### src/rhsv_pkg.sv
// Package for the 8-bit RGB to HSV converter: field widths, the hue sector
// code and the payload structs that pass between the pipeline sections.
// Depends on nothing.
`timescale 1ns / 1ps
`default_nettype none

package rhsv_pkg;

    localparam int CH_W   = 8;   // one colour channel
    localparam int Q_W    = 8;   // quotient bits, one divider stage each
    localparam int NUM_W  = 11;  // hue sector numerator, below 6 * 255
    localparam int HNUM_W = 19;  // 255 times the hue numerator
    localparam int HDEN_W = 11;  // 6 times delta
    localparam int SNUM_W = 16;  // 255 times delta

    typedef enum logic [1:0] {
        SEC_RED,
        SEC_GREEN,
        SEC_BLUE
    } t_sector;

    typedef struct packed {
        logic [HNUM_W-1:0] hue_num;
        logic [HDEN_W-1:0] hue_den;
        logic [SNUM_W-1:0] sat_num;
        logic [CH_W-1:0]   sat_den;
        logic [CH_W-1:0]   max_val;
        logic              grey;
    } t_div_in;

    typedef struct packed {
        logic [HNUM_W-1:0] hue_rem;
        logic [HDEN_W-1:0] hue_den;
        logic [Q_W-1:0]    hue_q;
        logic [SNUM_W-1:0] sat_rem;
        logic [CH_W-1:0]   sat_den;
        logic [Q_W-1:0]    sat_q;
        logic [CH_W-1:0]   max_val;
        logic              grey;
    } t_div_stage;

    typedef struct packed {
        logic [Q_W-1:0]  hue_q;
        logic [Q_W-1:0]  sat_q;
        logic [CH_W-1:0] max_val;
        logic            grey;
    } t_div_out;

endpackage

`default_nettype wire

### src/rhsv_front.sv
// Front section of the converter: max/min search in the first stage, then
// delta, hue sector numerator and the scaled dividends and divisors.
// Depends on rhsv_pkg.
`timescale 1ns / 1ps
`default_nettype none

module rhsv_front (
    input  wire logic                 i_clk,
    input  wire logic                 i_rst_n,
    input  wire logic                 i_valid,
    output logic                      o_ready,
    input  wire logic [7:0]           i_red,
    input  wire logic [7:0]           i_green,
    input  wire logic [7:0]           i_blue,
    output logic                      o_valid,
    input  wire logic                 i_ready,
    output rhsv_pkg::t_div_in         o_data
);
    import rhsv_pkg::*;

    logic            r_a_v;
    logic [CH_W-1:0] r_a_r, r_a_g, r_a_b, r_a_mx, r_a_mn;
    t_sector         r_a_sel;
    logic            r_b_v;
    t_div_in         r_b_data;

    logic            en_a, en_b;
    logic [CH_W-1:0] n_mx, n_mn, n_d;
    t_sector         n_sel;
    logic [NUM_W-1:0] n_d11, n_num;
    t_div_in         n_b_data;

    assign en_b    = !r_b_v || i_ready;
    assign en_a    = !r_a_v || en_b;
    assign o_ready = en_a;
    assign o_valid = r_b_v;
    assign o_data  = r_b_data;

    always_comb begin
        if (i_red >= i_green && i_red >= i_blue) begin
            n_sel = SEC_RED;
            n_mx  = i_red;
        end else if (i_green >= i_blue) begin
            n_sel = SEC_GREEN;
            n_mx  = i_green;
        end else begin
            n_sel = SEC_BLUE;
            n_mx  = i_blue;
        end
        n_mn = i_red;
        if (i_green < n_mn) begin
            n_mn = i_green;
        end
        if (i_blue < n_mn) begin
            n_mn = i_blue;
        end
    end

    always_comb begin
        n_d   = r_a_mx - r_a_mn;
        n_d11 = NUM_W'(n_d);
        unique case (r_a_sel)
            SEC_RED: begin
                if (r_a_g >= r_a_b) begin
                    n_num = NUM_W'(r_a_g) - NUM_W'(r_a_b);
                end else begin
                    n_num = (n_d11 << 2) + (n_d11 << 1) - (NUM_W'(r_a_b) - NUM_W'(r_a_g));
                end
            end
            SEC_GREEN: begin
                n_num = (n_d11 << 1) + NUM_W'(r_a_b) - NUM_W'(r_a_r);
            end
            SEC_BLUE: begin
                n_num = (n_d11 << 2) + NUM_W'(r_a_r) - NUM_W'(r_a_g);
            end
            default: begin
                n_num = '0;
            end
        endcase
        n_b_data.hue_num = {n_num, 8'b0} - HNUM_W'(n_num);
        n_b_data.hue_den = (HDEN_W'(n_d) << 2) + (HDEN_W'(n_d) << 1);
        n_b_data.sat_num = {n_d, 8'b0} - SNUM_W'(n_d);
        n_b_data.sat_den = r_a_mx;
        n_b_data.max_val = r_a_mx;
        n_b_data.grey    = (n_d == '0);
    end

    always_ff @(posedge i_clk) begin
        if (!i_rst_n) begin
            r_a_v <= 1'b0;
            r_b_v <= 1'b0;
        end else begin
            if (en_a) begin
                r_a_v <= i_valid;
            end
            if (en_b) begin
                r_b_v <= r_a_v;
            end
        end
    end

    always_ff @(posedge i_clk) begin
        if (en_a) begin
            r_a_r   <= i_red;
            r_a_g   <= i_green;
            r_a_b   <= i_blue;
            r_a_mx  <= n_mx;
            r_a_mn  <= n_mn;
            r_a_sel <= n_sel;
        end
        if (en_b) begin
            r_b_data <= n_b_data;
        end
    end

endmodule

`default_nettype wire

### src/rhsv_div.sv
// Pipelined restoring divider for hue and saturation side by side: one
// quotient bit per register stage, eight stages. Depends on rhsv_pkg.
`timescale 1ns / 1ps
`default_nettype none

module rhsv_div (
    input  wire logic                 i_clk,
    input  wire logic                 i_rst_n,
    input  wire logic                 i_valid,
    output logic                      o_ready,
    input  wire rhsv_pkg::t_div_in    i_data,
    output logic                      o_valid,
    input  wire logic                 i_ready,
    output rhsv_pkg::t_div_out        o_data
);
    import rhsv_pkg::*;

    logic       r_v  [0:Q_W-1];
    t_div_stage r_st [0:Q_W-1];
    t_div_stage cur_st [0:Q_W-1];
    t_div_stage n_st   [0:Q_W-1];
    logic       cur_v  [0:Q_W-1];
    logic       en     [0:Q_W-1];

    genvar k;
    generate
        for (k = 0; k < Q_W; k++) begin : g_stage
            localparam int SH = Q_W - 1 - k;
            logic [HNUM_W-1:0] hden_sh;
            logic [SNUM_W-1:0] sden_sh;
            logic              hue_ge, sat_ge;

            if (k == 0) begin : g_first
                assign cur_v[k]          = i_valid;
                assign cur_st[k].hue_rem = i_data.hue_num;
                assign cur_st[k].hue_den = i_data.hue_den;
                assign cur_st[k].hue_q   = '0;
                assign cur_st[k].sat_rem = i_data.sat_num;
                assign cur_st[k].sat_den = i_data.sat_den;
                assign cur_st[k].sat_q   = '0;
                assign cur_st[k].max_val = i_data.max_val;
                assign cur_st[k].grey    = i_data.grey;
            end else begin : g_next
                assign cur_v[k]  = r_v[k-1];
                assign cur_st[k] = r_st[k-1];
            end

            if (k == Q_W - 1) begin : g_last_en
                assign en[k] = !r_v[k] || i_ready;
            end else begin : g_mid_en
                assign en[k] = !r_v[k] || en[k+1];
            end

            assign hden_sh = HNUM_W'(cur_st[k].hue_den) << SH;
            assign sden_sh = SNUM_W'(cur_st[k].sat_den) << SH;
            assign hue_ge  = cur_st[k].hue_rem >= hden_sh;
            assign sat_ge  = cur_st[k].sat_rem >= sden_sh;

            assign n_st[k].hue_rem = hue_ge ? cur_st[k].hue_rem - hden_sh
                                            : cur_st[k].hue_rem;
            assign n_st[k].hue_den = cur_st[k].hue_den;
            assign n_st[k].hue_q   = {cur_st[k].hue_q[Q_W-2:0], hue_ge};
            assign n_st[k].sat_rem = sat_ge ? cur_st[k].sat_rem - sden_sh
                                            : cur_st[k].sat_rem;
            assign n_st[k].sat_den = cur_st[k].sat_den;
            assign n_st[k].sat_q   = {cur_st[k].sat_q[Q_W-2:0], sat_ge};
            assign n_st[k].max_val = cur_st[k].max_val;
            assign n_st[k].grey    = cur_st[k].grey;

            always_ff @(posedge i_clk) begin
                if (!i_rst_n) begin
                    r_v[k] <= 1'b0;
                end else if (en[k]) begin
                    r_v[k] <= cur_v[k];
                end
            end

            always_ff @(posedge i_clk) begin
                if (en[k]) begin
                    r_st[k] <= n_st[k];
                end
            end
        end
    endgenerate

    assign o_ready        = en[0];
    assign o_valid        = r_v[Q_W-1];
    assign o_data.hue_q   = r_st[Q_W-1].hue_q;
    assign o_data.sat_q   = r_st[Q_W-1].sat_q;
    assign o_data.max_val = r_st[Q_W-1].max_val;
    assign o_data.grey    = r_st[Q_W-1].grey;

endmodule

`default_nettype wire

### src/rgb_to_hsv_8bit.sv
// Top level of the 8-bit RGB to HSV converter with stream ports.
// Depends on rhsv_pkg, rhsv_front and rhsv_div.
//
// One pixel is accepted in every cycle unless the pipeline is full and the
// output stalled. Each result passes two front stages that find max, min and
// the scaled sector numerator, an eight-stage divider that yields one
// quotient bit per stage for hue and for saturation in parallel, and an
// output register that holds the result. Every stage has its own valid bit,
// so a stalled output fills the pipeline bubble by bubble while new pixels
// are still taken. Black and grey pixels give zero hue and saturation.
`timescale 1ns / 1ps
`default_nettype none

module rgb_to_hsv_8bit (
    input  wire logic        i_clk,
    input  wire logic        i_rst_n,
    input  wire logic        i_s_axis_tvalid,
    output logic             o_s_axis_tready,
    input  wire logic [23:0] i_s_axis_tdata,   // red [7:0], green [15:8], blue [23:16]
    output logic             o_m_axis_tvalid,
    input  wire logic        i_m_axis_tready,
    output logic [23:0]      o_m_axis_tdata    // hue [7:0], saturation [15:8], brightness [23:16]
);
    import rhsv_pkg::*;

    logic     front_v, front_rdy, div_v, div_rdy;
    t_div_in  front_data;
    t_div_out div_data;
    logic     r_out_v;
    logic [23:0] r_out_data;
    logic [23:0] n_out_data;

    rhsv_front u_front (
        .i_clk   (i_clk),
        .i_rst_n (i_rst_n),
        .i_valid (i_s_axis_tvalid),
        .o_ready (o_s_axis_tready),
        .i_red   (i_s_axis_tdata[7:0]),
        .i_green (i_s_axis_tdata[15:8]),
        .i_blue  (i_s_axis_tdata[23:16]),
        .o_valid (front_v),
        .i_ready (front_rdy),
        .o_data  (front_data)
    );

    rhsv_div u_div (
        .i_clk   (i_clk),
        .i_rst_n (i_rst_n),
        .i_valid (front_v),
        .o_ready (front_rdy),
        .i_data  (front_data),
        .o_valid (div_v),
        .i_ready (div_rdy),
        .o_data  (div_data)
    );

    assign div_rdy = !r_out_v || i_m_axis_tready;

    always_comb begin
        n_out_data[7:0]   = div_data.grey ? '0 : div_data.hue_q;
        n_out_data[15:8]  = div_data.grey ? '0 : div_data.sat_q;
        n_out_data[23:16] = div_data.max_val;
    end

    always_ff @(posedge i_clk) begin
        if (!i_rst_n) begin
            r_out_v <= 1'b0;
        end else if (div_rdy) begin
            r_out_v <= div_v;
        end
    end

    always_ff @(posedge i_clk) begin
        if (div_rdy) begin
            r_out_data <= n_out_data;
        end
    end

    assign o_m_axis_tvalid = r_out_v;
    assign o_m_axis_tdata  = r_out_data;

endmodule

`default_nettype wire

### config.mk
export PLATFORM = sky130hd
export DESIGN_NAME = rgb_to_hsv_8bit
export DESIGN_NICKNAME = d
export VERILOG_FILES = /design/src/rhsv_pkg.sv /design/src/rhsv_front.sv /design/src/rhsv_div.sv /design/src/rgb_to_hsv_8bit.sv
export SDC_FILE = /design/constraint.sdc
export NUM_CORES = 1
export LEC_CHECK = 0
export ABC_AREA = 1
export BUFFER_PORTS_ARGS = -buffer_cell sky130_fd_sc_hd__buf_2
export CORE_MARGIN = 5
export CORE_UTILIZATION = 60
export CTS_BUF_LIST = sky130_fd_sc_hd__clkbuf_8
export DETAILED_ROUTE_END_ITERATION = 10
export PLACE_DENSITY_LB_ADDON = 0.3
export SYNTH_ARGS = -nofsm -noshare
export SYNTH_HDL_FRONTEND = slang
export SYNTH_HIERARCHICAL = 1
export SYNTH_SLANG_ARGS = --single-unit
### constraint.sdc
create_clock -name i_clk -period 19 [get_ports i_clk]
set_clock_uncertainty 0.05 [all_clocks]
set_input_delay 2.85 -clock i_clk [delete_from_list [all_inputs] [get_ports i_clk]]
set_output_delay 2.85 -clock i_clk [all_outputs]
set_load 0.03 [all_outputs]
Word-level counts from Yosys, hierarchy flattened
Memories as Yosys holds them, arrays and structs flattened.
Index checks and enable logic that the tools add are counted.
{"block": "word_totals", "latch_bits": 0, "output_inout_bits": 26, "mem_bits_rw": 640, "reg_bits": 124, "word_cells": 166, "input_bits": 28, "mem_bits_ro": 0, "memories": 2}
{"block": "classes", "muxes": 64, "reduce_logical": 25, "multipliers": 0, "n_bitwise": 8, "eq_ne": 2, "shift": 0, "n_addsub": 27, "div_mod_pow": 0, "order_cmp": 22}
{"memory": "u_div.r_st", "words": 8, "word_bits": 79, "rd": 8, "rd_clocked_by_memory_dff": 0, "write_ports": 8, "line_no": "rhsv_div.sv:19", "text": "t_div_stage r_st [0:Q_W-1];"}
{"memory": "u_div.r_v", "words": 8, "word_bits": 1, "rd": 8, "rd_clocked_by_memory_dff": 0, "write_ports": 8, "line_no": "rhsv_div.sv:18", "text": "logic r_v [0:Q_W-1];"}
{"operator": "$mux W19", "n": 8}
{"operator": "$mux W16", "n": 8}
{"operator": "$mux W1", "n": 41}
{"operator": "$sub A19 B11 Y19", "n": 2}
{"operator": "$pmux W11 S3", "n": 1}
{"operator": "$ge A8 B8 Y1", "n": 4}
{"operator": "$mux W8", "n": 4}
{"operator": "$sub A16 B8 Y16", "n": 2}
{"operator": "$sub A11 B8 Y11", "n": 2}
{"operator": "$ge A19 B11 Y1", "n": 1}
{"operator": "$ge A19 B12 Y1", "n": 1}
{"operator": "$ge A19 B13 Y1", "n": 1}
{"operator": "$ge A19 B14 Y1", "n": 1}
{"operator": "$ge A19 B15 Y1", "n": 1}
{"operator": "$ge A19 B16 Y1", "n": 1}
{"operator": "$ge A19 B17 Y1", "n": 1}
{"operator": "$ge A19 B18 Y1", "n": 1}
{"operator": "$sub A19 B12 Y19", "n": 1}
{"operator": "$sub A19 B13 Y19", "n": 1}
{"operator": "$sub A19 B14 Y19", "n": 1}
{"operator": "$sub A19 B15 Y19", "n": 1}
{"operator": "$sub A19 B16 Y19", "n": 1}
{"operator": "$sub A19 B17 Y19", "n": 1}
{"operator": "$sub A19 B18 Y19", "n": 1}
{"operator": "other kinds (32)", "n": 61}

Logic depth before layout (Yosys ltp)
Gate-level depths: netlist (run 1).
{"block": "logic_depth", "ltp_word": 14, "ltp_mapped": 38, "mapped_depth_nobuf": 38}

Hierarchy
Netlist (run 1), hierarchy kept.
{"mod": "rhsv_div", "cells_per_inst": 2881, "area_each_um2": 28209.6, "seq_area_each_um2": 15905.3, "n_inst": 1}
{"mod": "rhsv_front", "cells_per_inst": 1000, "area_each_um2": 8406.8, "seq_area_each_um2": 2862.7, "n_inst": 1}
{"mod": "rgb_to_hsv_8bit", "cells_per_inst": 64, "area_each_um2": 914.6, "seq_area_each_um2": 740.7, "n_inst": 1}

Worst setup path before layout (run 1)
No wires, ideal clock.
{"block": "synth_path", "kind": "input to output", "from": "in i_m_axis_tready", "to": "out o_s_axis_tready", "required_time_ps": 16100, "path_buffers": 0, "path_stages": 14, "arrival_time_ps": 11509, "slack_ps": 4591, "path_cell_list": "inv_1 > nand2_1 > nor2_4 > nand2_2 > inv_1 > nand2_1 > inv_1 > nand3_2 > nor2_4 > nand2_2 > nor2_1 > inv_1 > inv_1 > nand3_1"}
{"element": "start, declared", "line_no": "rgb_to_hsv_8bit.sv:21", "text": "input wire logic i_m_axis_tready,"}
{"element": "end, declared", "line_no": "rgb_to_hsv_8bit.sv:18", "text": "output logic o_s_axis_tready,"}

==> impl_metrics.ini, run 1 <==
[clocking]
path_clk_slew_ns = 0.06
cts_root_buf = clkbuf_8
clk_path_buf_depth = 3
holdBufCountCts = 0
worstSkewPairLatency_ns = 0.70
cts_setup_buffers = 0
numCtsBuffers = 102
cts_resized = 0
clock-sinks = 651
h-tree-depth = 3
tritoncts = built

[synthesis]
ys_seq_area_frac = 0.520
syn_area_um2 = 37500
ys_types = 57
yosysWarnings = 6
yosysMostFrequentCell = nand2_1
synth_enable_flop_cells = 647
syn_inst = 3945
synthTopCellsByCount = nand2_1, edfxtp_1, inv_1
syn_nets = 4263
yosys.area.top_type = edfxtp_1
synth-main-ff-cell = edfxtp_1
synth_top_area_share = 0.518
syn_avg_cell_area_um2 = 9.51
synthArstFlopShare = 0
synth_area_leaders = edfxtp_1, nand2_1, ha_1
ys_seq_elements = 651

[final_layout]
fin_util = 0.656
fillers = 4870
area_growth_pct = 8.01
drive_gt1_frac = 0.0865
nets = 4387

[worst_setup_path]
crit_chain = buf_2 -> inv_1 -> nand2_1 -> buf_4 -> nor2_4 -> nand2_4 -> inv_1 -> nand2_4 -> inv_1 -> nand3_4 -> nor2_4 -> nand2_2 -> nor2_1 -> inv_2 -> buf_4 -> inv_1 -> nand3_2 -> buf_4 -> buf_2
worst-path-buf-inv = 10
crit_slowest_cell = nand2_4
worstPathRequired_ns = 16.10
crit_family = simple AND/OR/NAND/NOR gates
cp-end-kind = primary output
crit_path_frequent_cell = inv_1
crit_type = input port to primary output
cp_max_fo = 79
startpoint_type = input port
slowest_delay_ns = 0.78
arrival_ns = 8.15

[global_routing]
overflow = 0
antenna_found_initial = 1
grt_pass1_vias = 26000
grt_max_degree = 80
grt_pass1_wl_um = 122000
grtUsageTotal = 0.220

[drt]
vias = 26300
drt_iter0_markers = 1525
drtAntennaViolNets = 0
firstDrtPassIters = 6
avgRoutedWirePerCell_um = 14.8
remaining_drc_errors = 0
vias_per_cell = 5.27
wl_um = 74100

[sta]
rsz0062_at_grt = no
worst_slew_pin_slew_ns = 1.01
fin_crit_ns = 11.05
post-route-period-util = 0.582
relSlewSlack = 0.325
slew_violations = 0
finalHoldViolCount = 0
timing.fmax_mhz = 90.5
setup_viol = 0
tns_ns = 0

[job]
maxCapViolations = 0

[die]
die_h_um = 260
fp.coreArea_um2 = 61800
num_rows = 91
start_util = 0.607
die-area_um2 = 67700
die_x_um = 260
ios = 54

[placement]
dp_hpwl_um = 58400
io_buffers = 53
routabilityCongestion = 0.955

[outcome]
status = completed

[hold_path]
min_path_type = register to register
==> cells in the final DEF, fill, tap and decap left out, drive strengths merged, types with 24 or more instances in the layout <==
cell type / count
nand3b: 24
nor2: 285
nand4: 93
inv: 681
ha: 256
clkinv: 32
nor3: 43
buf: 60
fa: 34
edfxtp: 647
nand3: 253
o21ai: 152
a21oi: 214
xnor2: 54
xor2: 87
clkbuf: 111
nand2: 1037
==> cell families (layout without fill, tap and decap cells) <==
| group | count (synthesis) | in the layout | share of synthesized area |
|---|---|---|---|
| AND/OR/NAND/NOR | 1754 | 1754 | 0.205 |
| buffers and inverters | 685 | 890 | 0.0741 |
| flip-flops | 651 | 651 | 0.520 |
| AO/OA/AOI/OAI | 423 | 423 | 0.0641 |
| adder cells (fa/ha/maj) | 290 | 290 | 0.103 |
| XOR/XNOR | 141 | 141 | 0.0329 |
| other | 1 | 2 | 0.0000999 |
==> registers in the layout, indices dropped and copies added, names as in the netlist, 2 cells and up <==
name	count
u_front/r_a_sel	2
u_div/r_v	8
u_div/r_st	522
o_m_axis_tdata	24
u_front/r_a_g	8
u_front/r_a_r	8
u_front/o_data	52
u_front/r_a_b	8
u_front/r_a_mn	8
u_front/r_a_mx	8
==> worst register-to-register path: cells and delay by family (launching register included) <==
kind | cells | cell delay [ns]
flops | 1 | 0.38
simple gates | 12 | 1.38
fa+ha+maj | 5 | 1.65
compound gates | 7 | 1.30
buf+inv | 5 | 0.34
xor+xnor | 3 | 1.10
==> final timing paths <==
path / startpoint / end / slack [ns] / cells after the start
setup / recovery: i_m_axis_tready / o_s_axis_tready / 7.95 / 19
hold / removal: u_div/r_st[0][199] / u_div/r_st[0][279] / 0.35 / 0
setup reg to reg: u_front/r_a_mx[0] / u_front/o_data[61] / 12.56 / 32
hold reg to reg: u_div/r_st[0][199] / u_div/r_st[0][279] / 0.35 / 0
==> metal layers <==
metal,track usage,vias to the layer above,share of wire
met5,0,-,0
met4,0.104,0,0.050
met3,0.0330,215,0.042
met2,0.400,623,0.50
met1,0.256,12000,0.41
li1,-,13500,-
==> cell type report <==
cell class                 instances  area [um2]  share of cell area
clock inverter                    74         434              0.0107
clock buffer                     111        1530              0.0377
tap                              837        1050              0.0258
multi-input combinational       2609       15300               0.377
inverter                         645        2430              0.0599
antenna                            1        2.50           0.0000617
sequential                       651       19500               0.481
timing repair buffer              60         318             0.00784
==> stage by stage <==
step	hold WS [ns]	area (um2)	worst slack (ns)	cells
floorplan	0.350	37500	4.59	3945
global placement	0.352	38600	7.97	4802
detailed placement	0.355	38600	7.86	4802
CTS	0.337	40500	7.85	4987
global route	0.360	40500	7.43	4988
finish	0.349	40500	7.95	4988
Power of run 1 is left out: the tool's default activity adds up to more than one toggle a clock period on the data nets, which glitch-free logic cannot reach.
==> inputs of run 2 (changes only) <==
Settings changed: ABC_AREA 1 to 0.
Clock period 19 ns to 9.5 ns, I/O delays scaled along.
==> impl_metrics.ini, run 2 <==
[worst_setup_path]
cp_max_fo = 67
arrival_ns = 5.73
cp-end-kind = primary output
crit_slowest_cell = nor2_1
startpoint_type = input port
crit_type = input port to primary output
slowest_delay_ns = 0.65
crit_chain = buf_2 -> nand2b_4 -> nor2b_1 -> inv_1 -> nor2_1 -> and3_1 -> nand2_2 -> buf_4 -> nor2b_1 -> nand2_2 -> buf_2
worstPathRequired_ns = 8.03

[synthesis]
yosys.area_share.simple = 0.0961
synthTopCellsByCount = edfxtp_1, inv_1, ha_1
synth-main-ff-cell = edfxtp_1
ys_seq_elements = 651
syn_inst = 2813
syn_area_um2 = 35100
ys_types = 112
synth_enable_flop_cells = 647
muxShareOfSynthArea = 0.0361
synthArstFlopShare = 0
syn_avg_cell_area_um2 = 12.5
synth_compound_area_frac = 0.115
synth_top_family_by_area = compound AO/OA/AOI/OAI gates
yosysMostFrequentCell = edfxtp_1
yosysWarnings = 6
ys_seq_area_frac = 0.556
synth_top_area_share = 0.554
yosys.area.top_type = edfxtp_1
synth_xor_area_frac = 0.0452
synthAdderAreaFrac = 0.111
syn_nets = 3131
synth_area_leaders = edfxtp_1, ha_1, inv_1

[global_routing]
grt_use_met3 = 0.0326
antenna_found_initial = 1
use_met1 = 0.241
grt_pass1_wl_um = 108000
grt.busiest_layer = met2
grt_use_met2 = 0.383
grt_pass1_vias = 22400
overflow = 0
grt_max_degree = 79
grtUsageTotal = 0.206

[power_and_ir_drop]
power.leakage_nw = 15.6
fin_total_pwr_w = 0.0153
peakVddDrop_uv = 196
powerDensity_nw_per_um2 = 401

[clocking]
clk_path_buf_depth = 3
clock-sinks = 651
holdBufCountCts = 0
cts_root_buf = clkbuf_8
tritoncts = built
numCtsBuffers = 101
cts_resized = 0
h-tree-depth = 3
worstSkewPairLatency_ns = 0.68
cts_setup_buffers = 0
path_clk_slew_ns = 0.06

[final_layout]
drive_gt1_frac = 0.115
final_common_cell = edfxtp_1
largest_register_ffs = 522
area_growth_pct = 8.56
nets = 3253
instances_no_fill = 3781
largest-register = u_div/r_st
final_cell_mix = edfxtp_1, inv_1, ha_1

[sta]
slew_violations = 0
timing.fmax_mhz = 139
fin_crit_ns = 7.20
finalHoldViolCount = 0
relSlewSlack = 0.238
tns_ns = 0
setup_viol = 0
rsz0062_at_grt = no
post-route-period-util = 0.758
worst_slew_pin_slew_ns = 1.14
worst_hold_slack_ns = 0.339

[die]
die-area_um2 = 63400
num_rows = 88
die_h_um = 252
fp.coreArea_um2 = 57800
start_util = 0.607
die_x_um = 252
ios = 54

[drt]
vias_per_cell = 5.77
remaining_drc_errors = 0
firstDrtPassIters = 8
avgRoutedWirePerCell_um = 17.4
wl_um = 65700
drtAntennaViolNets = 0
vias = 21800
drt_iter0_markers = 1400

[placement]
routabilityCongestion = 0.957
dp_hpwl_um = 50000
dp_cells = 3597
io_buffers = 53

[hold_path]
min_path_type = register to register

[job]
maxCapViolations = 0

[outcome]
status = completed
run 2: changes by cell type in the layout (fill, tap and decap cells not counted), moves of 42 or more:
cell,change
a21o_1,+42
a21oi_1,-56
inv_1,-325
mux2_2,+61
mux2i_1,+49
nand2_1,-871
nand3_1,-204
nand4_1,-65
nor2_1,-102
nor2b_1,+47
xnor2_1,+53
run 2: critical path: cells and delay by family:
family / cells / cell delay, ns
simple gates: 7 / 2.81
buf+inv: 4 / 1.43
run 2: final cells by class:
type                    count  area, um2
diodes                      1       2.50
clock buffers             106       1460
clock inverters            77        462
fillers                  4119      19700
inverters                 299       1120
multi-input cells        1815      14200
flip-flops and latches    651      19500
well taps                 765        957
repair buffers             67        370
run 2: routing by layer:
layer,share of wire,vias to the layer above
met1,0.40,10400
met2,0.52,578
met3,0.039,175
met4,0.036,0
met5,0,-
li1,-,10700
run 2: logic make-up after synthesis:
group / after synthesis
AO/OA/AOI/OAI: 592
flip-flops: 651
other: 1
XOR/XNOR: 175
multiplexers: 116
buffers and inverters: 347
AND/OR/NAND/NOR: 639
adder cells (fa/ha/maj): 292
run 2: worst paths after layout:
check	from	to	slack, ns	depth (start not counted)
max reg2reg	u_front/r_a_mx[1]	u_front/o_data[61]	2.55	28
max	i_m_axis_tready	o_s_axis_tready	2.30	11
min	u_div/r_st[0][200]	u_div/r_st[0][280]	0.34	0
min reg2reg	u_div/r_st[0][200]	u_div/r_st[0][280]	0.34	0
run 2: report_power, final:
group / total (W) / leakage [nW] / internal [W] / switching, W
registers: 0.00542 / 6.77 / 0.00481 / 0.000610
clock network: 0.00219 / 1.11 / 0.00115 / 0.00104
logic: 0.00766 / 7.74 / 0.00343 / 0.00423
total: 0.0153 / 15.6 / 0.00939 / 0.00588
run 2: through the flow:
step           worst slack, ns  instance area [um2]  utilization
3_5_place_dp              2.31                36100        0.625
3_3_place_gp              2.56                36100        0.625
5_1_grt                   1.93                38100        0.659
4_1_cts                   2.29                38100        0.658
2_1_floorplan             2.32                35100            -
6_report                  2.30                38100        0.659
Note: power is estimated with default switching activity, not from simulation.
